<file path="src/sv/bsf_pkg.sv">
// shared types and constants for the sample framer
package bsf_pkg;

    localparam int FRAME_SAMPLES_DEF = 25;
    localparam int ADC_BITS_DEF      = 12;
    localparam int ADC_IN_W          = 12;
    localparam int HDR_BYTES         = 6;

    localparam logic [31:0] MS_PER_S    = 32'd1000;
    localparam logic [7:0]  STATUS_MARK = 8'hFF;

    localparam logic [7:0] OP_START = 8'h01;
    localparam logic [7:0] OP_STOP  = 8'h02;
    localparam logic [7:0] OP_TIMED = 8'h03;

    localparam int FLAG_PLUS_BIT   = 0;
    localparam int FLAG_MINUS_BIT  = 1;
    localparam int FLAG_STREAM_BIT = 3;

    localparam logic KIND_FRAME  = 1'b0;
    localparam logic KIND_STATUS = 1'b1;

    typedef enum logic [1:0] {
        FUNC_TICK   = 2'd0,
        FUNC_CTRL   = 2'd1,
        FUNC_STATUS = 2'd2
    } func_t;

    typedef enum logic [1:0] {
        EMIT_IDLE,
        EMIT_FRAME,
        EMIT_STATUS
    } emit_state_t;

    typedef struct packed {
        logic frame;
        logic status;
    } pkt_req_t;

    typedef struct packed {
        logic [15:0] seq;
        logic [31:0] frame_time;
        logic [7:0]  flags;
    } hdr_t;

endpackage

</file>
<file path="src/sv/bsf_if.sv">
// item and result channel interfaces

interface bsf_item_if;
    logic        valid;
    logic        ready;
    logic [1:0]  func;
    logic [31:0] now_ms;
    logic [11:0] adc_value;
    logic        lead_plus_off;
    logic        lead_minus_off;
    logic [7:0]  opcode;
    logic [7:0]  arg;

    modport source (
        output valid, func, now_ms, adc_value, lead_plus_off, lead_minus_off, opcode, arg,
        input  ready
    );
    modport sink (
        input  valid, func, now_ms, adc_value, lead_plus_off, lead_minus_off, opcode, arg,
        output ready
    );
endinterface

interface bsf_result_if;
    logic       valid;
    logic       ready;
    logic [7:0] out_byte;
    logic       packet_kind;
    logic       last;

    modport source (
        output valid, out_byte, packet_kind, last,
        input  ready
    );
    modport sink (
        input  valid, out_byte, packet_kind, last,
        output ready
    );
endinterface

</file>
<file path="src/sv/bsf_packer.sv">
// sample store and packet byte emitter
module bsf_packer #(
    parameter int FRAME_SAMPLES = bsf_pkg::FRAME_SAMPLES_DEF,
    parameter int ADC_BITS      = bsf_pkg::ADC_BITS_DEF,
    localparam int SAMPLE_W     = (ADC_BITS < bsf_pkg::ADC_IN_W) ? ADC_BITS : bsf_pkg::ADC_IN_W,
    localparam int IDX_W        = (FRAME_SAMPLES > 1) ? $clog2(FRAME_SAMPLES) : 1
) (
    input  logic                  clk,
    input  logic                  rst_n,
    input  logic                  wr_en,
    input  logic [IDX_W-1:0]      wr_addr,
    input  logic [SAMPLE_W-1:0]   wr_data,
    input  bsf_pkg::pkt_req_t     req,
    input  bsf_pkg::hdr_t         hdr,
    output logic                  busy,
    bsf_result_if.source          result
);

    localparam int TOTAL = bsf_pkg::HDR_BYTES + 2 * FRAME_SAMPLES;
    localparam int CNT_W = $clog2(TOTAL);
    localparam logic [15:0] OFFSET = 16'(1 << (ADC_BITS - 1));

    logic [SAMPLE_W-1:0] store_mem [FRAME_SAMPLES];
    logic [SAMPLE_W-1:0] rd_data_reg;

    bsf_pkg::emit_state_t state_reg, state_next;
    logic [CNT_W-1:0]     cnt_reg, cnt_next;
    logic [IDX_W-1:0]     rd_idx_reg, rd_idx_next;
    logic [7:0]           hi_reg, hi_next;
    logic                 out_valid_reg, out_valid_next;
    logic [7:0]           out_byte_reg, out_byte_next;
    logic                 out_kind_reg, out_kind_next;
    logic                 out_last_reg, out_last_next;

    logic                 advance;
    logic [15:0]          sample_ofs;

    always_ff @(posedge clk)
    begin
        if (wr_en)
        begin
            store_mem[wr_addr] <= wr_data;
        end
    end

    always_ff @(posedge clk)
    begin
        rd_data_reg <= store_mem[rd_idx_reg];
    end

    assign sample_ofs = {{(16 - SAMPLE_W){1'b0}}, rd_data_reg} - OFFSET;
    assign advance    = (state_reg != bsf_pkg::EMIT_IDLE) && (!out_valid_reg || result.ready);
    assign busy       = (state_reg != bsf_pkg::EMIT_IDLE);

    always_comb
    begin
        state_next     = state_reg;
        cnt_next       = cnt_reg;
        rd_idx_next    = rd_idx_reg;
        hi_next        = hi_reg;
        out_valid_next = out_valid_reg;
        out_byte_next  = out_byte_reg;
        out_kind_next  = out_kind_reg;
        out_last_next  = out_last_reg;

        if (out_valid_reg && result.ready)
        begin
            out_valid_next = 1'b0;
        end

        unique case (state_reg)
            bsf_pkg::EMIT_IDLE:
            begin
                if (req.frame)
                begin
                    state_next  = bsf_pkg::EMIT_FRAME;
                    cnt_next    = '0;
                    rd_idx_next = '0;
                end
                else if (req.status)
                begin
                    state_next = bsf_pkg::EMIT_STATUS;
                    cnt_next   = '0;
                end
            end
            bsf_pkg::EMIT_FRAME:
            begin
                if (advance)
                begin
                    out_valid_next = 1'b1;
                    out_kind_next  = bsf_pkg::KIND_FRAME;
                    out_last_next  = (cnt_reg == CNT_W'(TOTAL - 1));
                    cnt_next       = cnt_reg + 1'b1;
                    if (cnt_reg < CNT_W'(bsf_pkg::HDR_BYTES))
                    begin
                        unique case (cnt_reg[2:0])
                            3'd0:    out_byte_next = hdr.seq[7:0];
                            3'd1:    out_byte_next = hdr.seq[15:8];
                            3'd2:    out_byte_next = hdr.frame_time[7:0];
                            3'd3:    out_byte_next = hdr.frame_time[15:8];
                            3'd4:    out_byte_next = hdr.frame_time[23:16];
                            default: out_byte_next = hdr.frame_time[31:24];
                        endcase
                    end
                    else if (!cnt_reg[0])
                    begin
                        out_byte_next = sample_ofs[7:0];
                        hi_next       = sample_ofs[15:8];
                        if (rd_idx_reg == IDX_W'(FRAME_SAMPLES - 1))
                        begin
                            rd_idx_next = '0;
                        end
                        else
                        begin
                            rd_idx_next = rd_idx_reg + 1'b1;
                        end
                    end
                    else
                    begin
                        out_byte_next = hi_reg;
                    end
                    if (cnt_reg == CNT_W'(TOTAL - 1))
                    begin
                        state_next = bsf_pkg::EMIT_IDLE;
                    end
                end
            end
            bsf_pkg::EMIT_STATUS:
            begin
                if (advance)
                begin
                    out_valid_next = 1'b1;
                    out_kind_next  = bsf_pkg::KIND_STATUS;
                    out_last_next  = (cnt_reg[1:0] == 2'd3);
                    cnt_next       = cnt_reg + 1'b1;
                    unique case (cnt_reg[1:0])
                        2'd0:    out_byte_next = hdr.flags;
                        2'd1:    out_byte_next = bsf_pkg::STATUS_MARK;
                        2'd2:    out_byte_next = hdr.seq[7:0];
                        default: out_byte_next = hdr.seq[15:8];
                    endcase
                    if (cnt_reg[1:0] == 2'd3)
                    begin
                        state_next = bsf_pkg::EMIT_IDLE;
                    end
                end
            end
            default:
            begin
                state_next = bsf_pkg::EMIT_IDLE;
            end
        endcase
    end

    always_ff @(posedge clk or negedge rst_n)
    begin
        if (!rst_n)
        begin
            state_reg     <= bsf_pkg::EMIT_IDLE;
            cnt_reg       <= '0;
            rd_idx_reg    <= '0;
            out_valid_reg <= 1'b0;
        end
        else
        begin
            state_reg     <= state_next;
            cnt_reg       <= cnt_next;
            rd_idx_reg    <= rd_idx_next;
            out_valid_reg <= out_valid_next;
        end
    end

    always_ff @(posedge clk)
    begin
        hi_reg       <= hi_next;
        out_byte_reg <= out_byte_next;
        out_kind_reg <= out_kind_next;
        out_last_reg <= out_last_next;
    end

    assign result.valid       = out_valid_reg;
    assign result.out_byte    = out_byte_reg;
    assign result.packet_kind = out_kind_reg;
    assign result.last        = out_last_reg;

endmodule

</file>
<file path="src/sv/biosignal_sample_framer.sv">
// ecg sample framer top level: command handling, deadline and frame bookkeeping
// Sample ticks that complete no frame and control writes cause no output and leave
// the block ready for the next item. A tick that completes a frame starts a packet of
// 6 + 2*FRAME_SAMPLES bytes and a status request a packet of 4 bytes; packets leave
// one word per cycle while the receiver takes them, from a single output register:
// the packer's state register is set when the item is taken, then the first word
// enters the output register. Samples are read from the frame store one per two words
// through its single registered read port, and the next item can be taken the cycle
// after the last word of the packet enters the output register, later while the
// receiver holds off. The store needs no clearing after reset.
module biosignal_sample_framer #(
    parameter int FRAME_SAMPLES = bsf_pkg::FRAME_SAMPLES_DEF,
    parameter int ADC_BITS      = bsf_pkg::ADC_BITS_DEF
) (
    input  logic          clk,
    input  logic          rst_n,
    bsf_item_if.sink      item,
    bsf_result_if.source  result
);

    localparam int SAMPLE_W = (ADC_BITS < bsf_pkg::ADC_IN_W) ? ADC_BITS : bsf_pkg::ADC_IN_W;
    localparam int IDX_W    = (FRAME_SAMPLES > 1) ? $clog2(FRAME_SAMPLES) : 1;

    logic             streaming_reg, streaming_next;
    logic             armed_reg, armed_next;
    logic [31:0]      deadline_reg, deadline_next;
    logic [IDX_W-1:0] widx_reg, widx_next;
    logic [31:0]      frame_time_reg, frame_time_next;
    logic [15:0]      seq_reg, seq_next;
    logic [15:0]      last_sent_reg, last_sent_next;
    logic             plus_reg, plus_next;
    logic             minus_reg, minus_next;

    logic             accept;
    logic             busy;
    logic [31:0]      diff;
    logic             expired;
    logic             stream_eff;
    logic             wr_en;
    bsf_pkg::func_t   func_e;
    bsf_pkg::pkt_req_t req;
    bsf_pkg::hdr_t    hdr;

    assign item.ready = !busy;
    assign accept     = item.valid && !busy;
    assign func_e     = bsf_pkg::func_t'(item.func);
    assign diff       = item.now_ms - deadline_reg;
    assign expired    = streaming_reg && armed_reg && !diff[31];
    assign stream_eff = streaming_reg && !expired;

    always_comb
    begin
        streaming_next  = streaming_reg;
        armed_next      = armed_reg;
        deadline_next   = deadline_reg;
        widx_next       = widx_reg;
        frame_time_next = frame_time_reg;
        seq_next        = seq_reg;
        last_sent_next  = last_sent_reg;
        plus_next       = plus_reg;
        minus_next      = minus_reg;
        wr_en           = 1'b0;
        req             = '0;

        if (accept)
        begin
            if (expired)
            begin
                streaming_next = 1'b0;
                armed_next     = 1'b0;
                deadline_next  = '0;
            end
            unique case (func_e)
                bsf_pkg::FUNC_TICK:
                begin
                    if (stream_eff)
                    begin
                        plus_next  = item.lead_plus_off;
                        minus_next = item.lead_minus_off;
                        wr_en      = 1'b1;
                        if (widx_reg == '0)
                        begin
                            frame_time_next = item.now_ms;
                        end
                        if (widx_reg == IDX_W'(FRAME_SAMPLES - 1))
                        begin
                            widx_next      = '0;
                            seq_next       = seq_reg + 1'b1;
                            last_sent_next = seq_reg;
                            req.frame      = 1'b1;
                        end
                        else
                        begin
                            widx_next = widx_reg + 1'b1;
                        end
                    end
                end
                bsf_pkg::FUNC_CTRL:
                begin
                    priority if (item.opcode == bsf_pkg::OP_START)
                    begin
                        streaming_next = 1'b1;
                        armed_next     = 1'b0;
                        deadline_next  = '0;
                    end
                    else if (item.opcode == bsf_pkg::OP_STOP)
                    begin
                        streaming_next = 1'b0;
                        armed_next     = 1'b0;
                        deadline_next  = '0;
                    end
                    else if (item.opcode == bsf_pkg::OP_TIMED)
                    begin
                        streaming_next = 1'b1;
                        armed_next     = 1'b1;
                        deadline_next  = item.now_ms + 32'(item.arg) * bsf_pkg::MS_PER_S;
                    end
                    else
                    begin
                    end
                end
                bsf_pkg::FUNC_STATUS:
                begin
                    req.status = 1'b1;
                end
                default:
                begin
                end
            endcase
        end
    end

    always_comb
    begin
        hdr            = '0;
        hdr.seq        = last_sent_reg;
        hdr.frame_time = frame_time_reg;
        hdr.flags[bsf_pkg::FLAG_PLUS_BIT]   = plus_reg;
        hdr.flags[bsf_pkg::FLAG_MINUS_BIT]  = minus_reg;
        hdr.flags[bsf_pkg::FLAG_STREAM_BIT] = streaming_reg;
    end

    always_ff @(posedge clk or negedge rst_n)
    begin
        if (!rst_n)
        begin
            streaming_reg  <= 1'b0;
            armed_reg      <= 1'b0;
            deadline_reg   <= '0;
            widx_reg       <= '0;
            frame_time_reg <= '0;
            seq_reg        <= '0;
            last_sent_reg  <= '0;
            plus_reg       <= 1'b0;
            minus_reg      <= 1'b0;
        end
        else
        begin
            streaming_reg  <= streaming_next;
            armed_reg      <= armed_next;
            deadline_reg   <= deadline_next;
            widx_reg       <= widx_next;
            frame_time_reg <= frame_time_next;
            seq_reg        <= seq_next;
            last_sent_reg  <= last_sent_next;
            plus_reg       <= plus_next;
            minus_reg      <= minus_next;
        end
    end

    bsf_packer #(
        .FRAME_SAMPLES (FRAME_SAMPLES),
        .ADC_BITS      (ADC_BITS)
    ) u_packer (
        .clk     (clk),
        .rst_n   (rst_n),
        .wr_en   (wr_en),
        .wr_addr (widx_reg),
        .wr_data (item.adc_value[SAMPLE_W-1:0]),
        .req     (req),
        .hdr     (hdr),
        .busy    (busy),
        .result  (result)
    );

endmodule
</file>
<file path="src/flat_wrapper.sv">
// flat-port wrapper written by rule: the top's interface ports become plain ports
module biosignal_sample_framer_flat 
#(
    parameter int FRAME_SAMPLES = bsf_pkg::FRAME_SAMPLES_DEF,
    parameter int ADC_BITS      = bsf_pkg::ADC_BITS_DEF
)
  (clk, rst_n, item_valid, item_func, item_now_ms, item_adc_value, item_lead_plus_off, item_lead_minus_off, item_opcode, item_arg, item_ready, result_valid, result_out_byte, result_packet_kind, result_last, result_ready);
  bsf_item_if item_i ();
  bsf_result_if result_i ();
  input  logic clk;
  input  logic rst_n;
  input wire logic [$bits(item_i.valid)-1:0] item_valid;
  input wire logic [$bits(item_i.func)-1:0] item_func;
  input wire logic [$bits(item_i.now_ms)-1:0] item_now_ms;
  input wire logic [$bits(item_i.adc_value)-1:0] item_adc_value;
  input wire logic [$bits(item_i.lead_plus_off)-1:0] item_lead_plus_off;
  input wire logic [$bits(item_i.lead_minus_off)-1:0] item_lead_minus_off;
  input wire logic [$bits(item_i.opcode)-1:0] item_opcode;
  input wire logic [$bits(item_i.arg)-1:0] item_arg;
  output wire logic [$bits(item_i.ready)-1:0] item_ready;
  output wire logic [$bits(result_i.valid)-1:0] result_valid;
  output wire logic [$bits(result_i.out_byte)-1:0] result_out_byte;
  output wire logic [$bits(result_i.packet_kind)-1:0] result_packet_kind;
  output wire logic [$bits(result_i.last)-1:0] result_last;
  input wire logic [$bits(result_i.ready)-1:0] result_ready;
  assign item_i.valid = item_valid;
  assign item_i.func = item_func;
  assign item_i.now_ms = item_now_ms;
  assign item_i.adc_value = item_adc_value;
  assign item_i.lead_plus_off = item_lead_plus_off;
  assign item_i.lead_minus_off = item_lead_minus_off;
  assign item_i.opcode = item_opcode;
  assign item_i.arg = item_arg;
  assign item_ready = item_i.ready;
  assign result_valid = result_i.valid;
  assign result_out_byte = result_i.out_byte;
  assign result_packet_kind = result_i.packet_kind;
  assign result_last = result_i.last;
  assign result_i.ready = result_ready;
  biosignal_sample_framer #(.FRAME_SAMPLES(FRAME_SAMPLES), .ADC_BITS(ADC_BITS)) u_core (.clk(clk), .rst_n(rst_n), .item(item_i), .result(result_i));
endmodule
</file>
<file path="config.mk">
export PLATFORM = sky130hd
export DESIGN_NAME = biosignal_sample_framer_flat
export DESIGN_NICKNAME = d
export VERILOG_FILES = /design/src/sv/bsf_pkg.sv /design/src/sv/bsf_if.sv /design/src/sv/bsf_packer.sv /design/src/sv/biosignal_sample_framer.sv /design/src/flat_wrapper.sv
export SDC_FILE = /design/constraint.sdc
export NUM_CORES = 1
export LEC_CHECK = 0
export BUFFER_PORTS_ARGS = -buffer_cell sky130_fd_sc_hd__buf_2
export CAP_MARGIN = 10
export CORE_ASPECT_RATIO = 1.1
export CORE_MARGIN = 5
export CORE_UTILIZATION = 36
export CTS_CLUSTER_DIAMETER = 50
export DETAILED_ROUTE_END_ITERATION = 7
export PLACE_DENSITY_LB_ADDON = 0.12
export SETUP_SLACK_MARGIN = 0.02
export SYNTH_ARGS = -nofsm -noshare
export SYNTH_HDL_FRONTEND = slang
export SYNTH_HIERARCHICAL = 1
export SYNTH_SLANG_ARGS = --single-unit
</file>
<file path="constraint.sdc">
create_clock -name clk -period 8.08 [get_ports clk]
set_input_delay 1.616 -clock clk [delete_from_list [all_inputs] [get_ports clk]]
set_output_delay 1.616 -clock clk [all_outputs]
set_load 0.1 [all_outputs]
</file>
## Word level (Yosys, flattened, before mapping)

Memories as Yosys holds them, arrays and structs flattened. A register that Yosys moved wholly into a read port is not among the register bits.
Index checks and enable logic that the tools add are counted.

- Bits in registers: 137
- Bits in writable memories: 300
- Bits of input ports: 68
- Output and inout bits: 12
- Word-level logic and storage cells: 143
- Memories kept: 1

Memory list:

| memory | depth | width | rd ports | clocked after Yosys merged registers in | write ports | RTL line | RTL |
|---|---|---|---|---|---|---|---|
| u_core.u_packer.store_mem | 25 | 12 | 1 | 1 | 1 | bsf_packer.sv:23 | `logic [SAMPLE_W-1:0] store_mem [FRAME_SAMPLES];` |

- $add $sub $neg: 7
- Multipliers: 1
- Magnitude comparators: 1
- Eq/ne operators: 26
- Muxes and demuxes: 59
- Bitwise operators: 2
- Reduce and logical (&&, ||, !) cells: 29

Operators with widths:

| operator | number |
|---|---|
| $mux W32 | 5 |
| $pmux W8 S5 | 1 |
| $add A32 B18 Y32 | 1 |
| $mux W8 | 4 |
| $sub A32 B32 Y32 | 1 |
| $mux W5 | 6 |
| $mux W1 | 26 |
| $pmux W8 S3 | 1 |
| $mux W6 | 3 |
| $add A16 B1 Y16 const B | 1 |
| $eq A8 B2 Y1 const B | 2 |
| $pmux W8 S2 | 1 |
| $mul A8 B7 Y15 const B | 1 |
| $mux W2 | 7 |
| $sub A12 B12 Y13 const B | 1 |
| $ne A2 B2 Y1 const B | 6 |
| $pmux W6 S2 | 1 |
| $reduce_and A4 Y1 | 3 |
| $add A5 B1 Y5 const B | 2 |
| $eq A5 B5 Y1 const B | 2 |
| $pmux W5 S2 | 1 |
| $reduce_and A5 Y1 | 2 |
| $reduce_and A3 Y1 | 3 |
| $eq A2 B2 Y1 const B | 4 |
| 21 further kinds | 40 |

## Logic depth before layout (Yosys ltp)

- Word-level depth: 11
- Mapped depth: 23
- Mapped depth without buffers: 23

## Modules after synthesis

Netlist, hierarchy kept.

By module, submodules not included:

| module | instances | cells an instance | area an instance (µm²) |
|---|---|---|---|
| bsf_packer | 1 | 745 | 13744.4 |
| biosignal_sample_framer | 1 | 721 | 7536.0 |

## Least setup slack after synthesis

OpenSTA, ideal clock, no wires.

- Path type: input -> register
- From: input port item_arg[0]
- To: register u_core.deadline_reg[30]
- Library setup time: 0.121 ns
- Arrival: 6.982 ns
- Data required time: 7.959 ns
- Setup slack: 0.977 ns
- Stages: 23
- Buffers on the path: 0
- Cell sequence: fa_1 > xor2_1 > ha_1 > fa_1 > inv_1 > fa_1 > inv_1 > ha_1 > inv_1 > o21ai_0 > a21o_1 > a21o_1 > a31oi_1 > or4b_2 > nand4_1 > ha_1 > nand3_1 > o221ai_1 > nor4_1 > nor3_1 > nand4_1 > xnor2_1 > a22o_1

- Word-level cells in the longest chain between the ends: 6

RTL lines:

| what | RTL line | RTL |
|---|---|---|
| from (decl) | flat_wrapper.sv:19 | `input wire logic [$bits(item_i.arg)-1:0] item_arg;` |
| $mul A8 B7 Y15 | biosignal_sample_framer.sv:116 | `deadline_next = item.now_ms + 32'(item.arg) * bsf_pkg::MS_PER_S;` |
| $add A32 B18 Y32 | biosignal_sample_framer.sv:116 |  |
| $mux W32 | biosignal_sample_framer.sv:112 | `else if (item.opcode == bsf_pkg::OP_TIMED)` |
| $mux W32 | biosignal_sample_framer.sv:106 | `else if (item.opcode == bsf_pkg::OP_STOP)` |
| $mux W32 | biosignal_sample_framer.sv:100 | `priority if (item.opcode == bsf_pkg::OP_START)` |
| $mux W32 | biosignal_sample_framer.sv:73 | `unique case (func_e)` |
| to (signal assigned) | biosignal_sample_framer.sv:161 | `deadline_reg <= deadline_next;` |
| to (decl) | biosignal_sample_framer.sv:26 | `logic [31:0] deadline_reg, deadline_next;` |

No other way between the ends.
A chain may end at the register's enable or synchronous reset.

## Worst setup path in the final report

- From: input port item_arg[0]
- To: register u_core.deadline_reg[28]

The elaborated chain is that of the path after synthesis.

==> impl_metrics.csv <==
group,metric,value,unit
route,drt_first_iter_violations,825,
cts,ctsLongestPathBuffers,3,
cts,ctsHtreeMaxLevel,2,
route,route.antenna.remaining_nets,0,
die,io_pins,80,
finish,flow.area_growth_from_synthesis,14.8,%
synthesis,predominant_post_synthesis_flop_cell,"edfxtp_1",
sta,final.setup.worst_slack,1310,ps
sta,timing_worst_slew_pin_value,1120,ps
placed_design,pre_cts_slack,685,ps
synthesis,netlist_area,0.0213,mm2
power,maximum_vdd_ir_drop,0.202,mV
worst_setup_path,ff2ff_path_depth,11,
synthesis,synthArstFlopShare,26.7,%
die,floorplan.core_area,0.0585,mm2
sta,drv_slew,0,
sta,period_share,83.8,%
cts,clk-insertion-delay-late,620,ps
route,first_pass_iters,5,
global_routing,antenna_found_initial,5,
route,final_routed_wire_length_divided_by_cell_count,21.2,um
sta,timing.fmax,0.148,GHz
synthesis,syn-mean-instance-area,14.5,um2
cts,cts.sinks,445,
sta,setup_tns,0,ps
power,total_power,6.57,mW
die,fp.dieArea,0.0641,mm2
route,route.detailed.drc,0,
power,pwr_density_cell,269,mW/mm2
sta,setup_viols_final,0,
job,cap_viol_max_count,0,
cts,post_cts_buffers,0,
sta,skew,45.9,ps
worst_setup_path,setup.worst_path.start_class,"primary input",
route,num_vias,12361,
synthesis,post_synth_inst_count,1466,
cts,holdBufCountCts,0,
cts,cts_tree,"done",
min_path,hold_path_startpoint,"u_core/u_packer/rd_data_reg[8]",
synthesis,ys_seq_elements,445,
global_routing,vias_in_the_first_global_route,12827,
placed_design,dp_wirelength,34.5,mm
sta,hold_violations,0,
worst_setup_path,setup.worst_path.start,"item_arg[0]",
synthesis,ys_types,80,
global_routing,grt_max_degree,63,
finish,post_route_cells_drive_above_1_share,22.3,%
global_routing,grt_overflow,0,
placed_design,gp_congestion,0.782,
worst_setup_path,arrival,7240,ps
worst_setup_path,crit_required,8550,ps
sta,max_slew_margin_vs_limit,24.9,%
min_path,whs_path_depth,0,
power,power.leakage,9.46,nW
cts,cts_repair_resize_count,0,
worst_setup_path,path_max_fanout,7,
cts,cts_buffers,55,
synthesis,yosysSeqAreaShare,59.4,%
route,via_per_inst,5.16,
synthesis,synth-edff-count,314,
run_status,outcome,"completed",
finish,layout.core_utilization,41.7,%
die,die_height,265,um
die,chipWidth,242,um
sta,rsz0062_at_grt,"no",
die,floorplan.rows,93,
placed_design,port-buffer-count,79,
worst_setup_path,worst_r2r_startpoint,"u_core/u_packer/state_reg[0]",
sta,layout_min_cycle_time,6770,ps
cts,cts-root-buf,"clkbuf_16",
finish,nFillCells,5384,
die,initial_core_util,36.4,%
min_path,min-delay-path-class,"reg -> reg",
worst_setup_path,critical_path_sink_type,"flop",
route,wirelength,50.7,mm
finish,nets,1774,
worst_setup_path,timing.setup.critical_path_class,"in -> reg",
global_routing,grt_util_overall,15.6,%
finish,largest_reg_flops,300,
cts,clk_pin_slew,60,ps
synthesis,synthesis.yosys.warnings,6,
global_routing,first_pass_grt_wire_length,78.0,mm
kinds of logic (layout without fill, tap and decap cells):
logic type / after synthesis / after routing / share of synthesized area, %
multiplexers: 149 / 149 / 12.1
adder cells (fa/ha/maj): 120 / 120 / 7.83
AND/OR/NAND/NOR: 288 / 288 / 6.86
flip-flops: 445 / 445 / 59.4
other: 1 / 10 / 0.0176
XOR/XNOR: 56 / 56 / 2.30
AO/OA/AOI/OAI: 249 / 249 / 8.27
buffers and inverters: 158 / 318 / 3.13
final timing paths:
kind,slack [ps],end
worst max-delay path,1310,u_core/deadline_reg[28]
worst min-delay path,460,u_core/u_packer/hi_reg[0]
worst max register to register,3980,u_core/u_packer/store_mem[24][1]
worst min register to register,460,u_core/u_packer/hi_reg[0]
max in group asynchronous,5640,u_core/frame_time_reg[20]
min in group asynchronous,1130,u_core/u_packer/rd_idx_reg[4]
area by class of cell:
cell class	count	area [um2]	area share, %
clock inverter	38	369	1.51
multi-input combinational	867	7990	32.7
antenna	5	12.5	0.0512
clock buffer	63	1410	5.76
inverter	104	393	1.61
sequential	445	12700	51.8
tap	760	951	3.89
timing repair buffer	113	661	2.70
routing by layer:
metal / wire [um] / up-vias / GRT usage (%)
li1: - / 5846 / -
met1: 21300 / 6243 / 19.4
met2: 26500 / 200 / 28.1
met3: 1830 / 72 / 2.72
met4: 1190 / 0 / 4.46
met5: 0 / - / 0
through the flow:
| step | hold WS (ps) | std cells | instance area (um2) |
|---|---|---|---|
| 6_report | 460 | 2395 | 24400 |
| 5_1_grt | 469 | 2390 | 24400 |
| 4_1_cts | 464 | 2389 | 24400 |
| 3_5_place_dp | 413 | 2288 | 22600 |
| 3_3_place_gp | 395 | 2288 | 22600 |
| 2_1_floorplan | 386 | 1470 | 21300 |
worst max-delay path, stage by stage:
cell      delay [ps]
buf_2            150
fa_1             600
xor2_1           160
ha_1             260
fa_1             510
inv_1             50
fa_1             500
inv_1             40
ha_1             300
inv_1             80
o21ai_0          130
a21o_1           200
a21o_1           190
a31oi_1          270
or4b_2           620
nand4_1          110
ha_1             170
nand3_1          100
o221ai_1         220
nor4_1            70
nor3_1           210
buf_4            200
nand4_1          120
xnor2_1          140
a22o_1           190
placed cells by master (no fill, tap or decap), types with 7 or more instances in the layout:
cell type and count:
edfxtp_1 314, dfrtp_1 117, inv_1 101, ha_1 98
nand2_1 91, buf_2 78, mux4_2 72, nor2_1 62
o21ai_0 61, clkbuf_16 55, a21oi_1 37, buf_4 34
xnor2_1 34, mux2_2 34, mux2_4 30, nand3_1 24
xor2_1 22, fa_1 22, a22o_1 21, nor3_1 19
a221oi_1 15, a22oi_1 14, a32o_1 14, nand4_1 13
nand2b_1 13, mux2i_1 13, clkinv_2 12, o21ai_1 12
o22ai_1 12, dfxtp_1 12, and3_1 11, a21o_1 9
nor2b_1 9, clkbuf_1 8, clkinv_1 8, nor4_1 8
a222oi_1 8, o2bb2ai_1 7
report_power, final:
group	total, mW	switching, mW	internal, mW
combinational	1.65	1.00	0.646
sequential	2.55	0.0549	2.50
clock	2.37	0.979	1.39
total	6.57	2.04	4.53
Yosys cell counts, types with 4 or more instances:
cell type | instances | share of area, %
nor2b_1 | 9 | 0.26
buf_2 | 12 | 0.28
a22oi_1 | 14 | 0.49
a32o_1 | 14 | 0.66
ha_1 | 98 | 5.8
fa_1 | 22 | 2.1
nand3b_1 | 6 | 0.21
nand3_1 | 24 | 0.56
o2bb2ai_1 | 7 | 0.29
buf_4 | 9 | 0.32
a31oi_1 | 6 | 0.18
o21a_1 | 6 | 0.21
nor2_1 | 62 | 1.1
mux2_4 | 30 | 2.1
nand4_1 | 13 | 0.38
edfxtp_1 | 314 | 44
or3_1 | 5 | 0.15
o21ai_1 | 12 | 0.28
inv_1 | 101 | 1.8
clkbuf_1 | 29 | 0.51
nand2b_1 | 13 | 0.38
nand2_1 | 91 | 1.6
nor3_1 | 19 | 0.45
or3b_2 | 4 | 0.16
a21oi_1 | 37 | 0.87
mux4_2 | 72 | 7.6
mux2_2 | 34 | 1.8
dfrtp_1 | 119 | 14
a221oi_1 | 15 | 0.62
dfxtp_1 | 12 | 1.1
xor2_1 | 22 | 0.91
o22ai_1 | 12 | 0.35
o21ai_0 | 61 | 1.4
mux2i_1 | 13 | 0.61
a22o_1 | 21 | 0.86
a222oi_1 | 8 | 0.38
xnor2_1 | 34 | 1.4
nor4_1 | 8 | 0.24
a21o_1 | 9 | 0.32
and3_1 | 11 | 0.32
(Power assumes the default switching activity.)
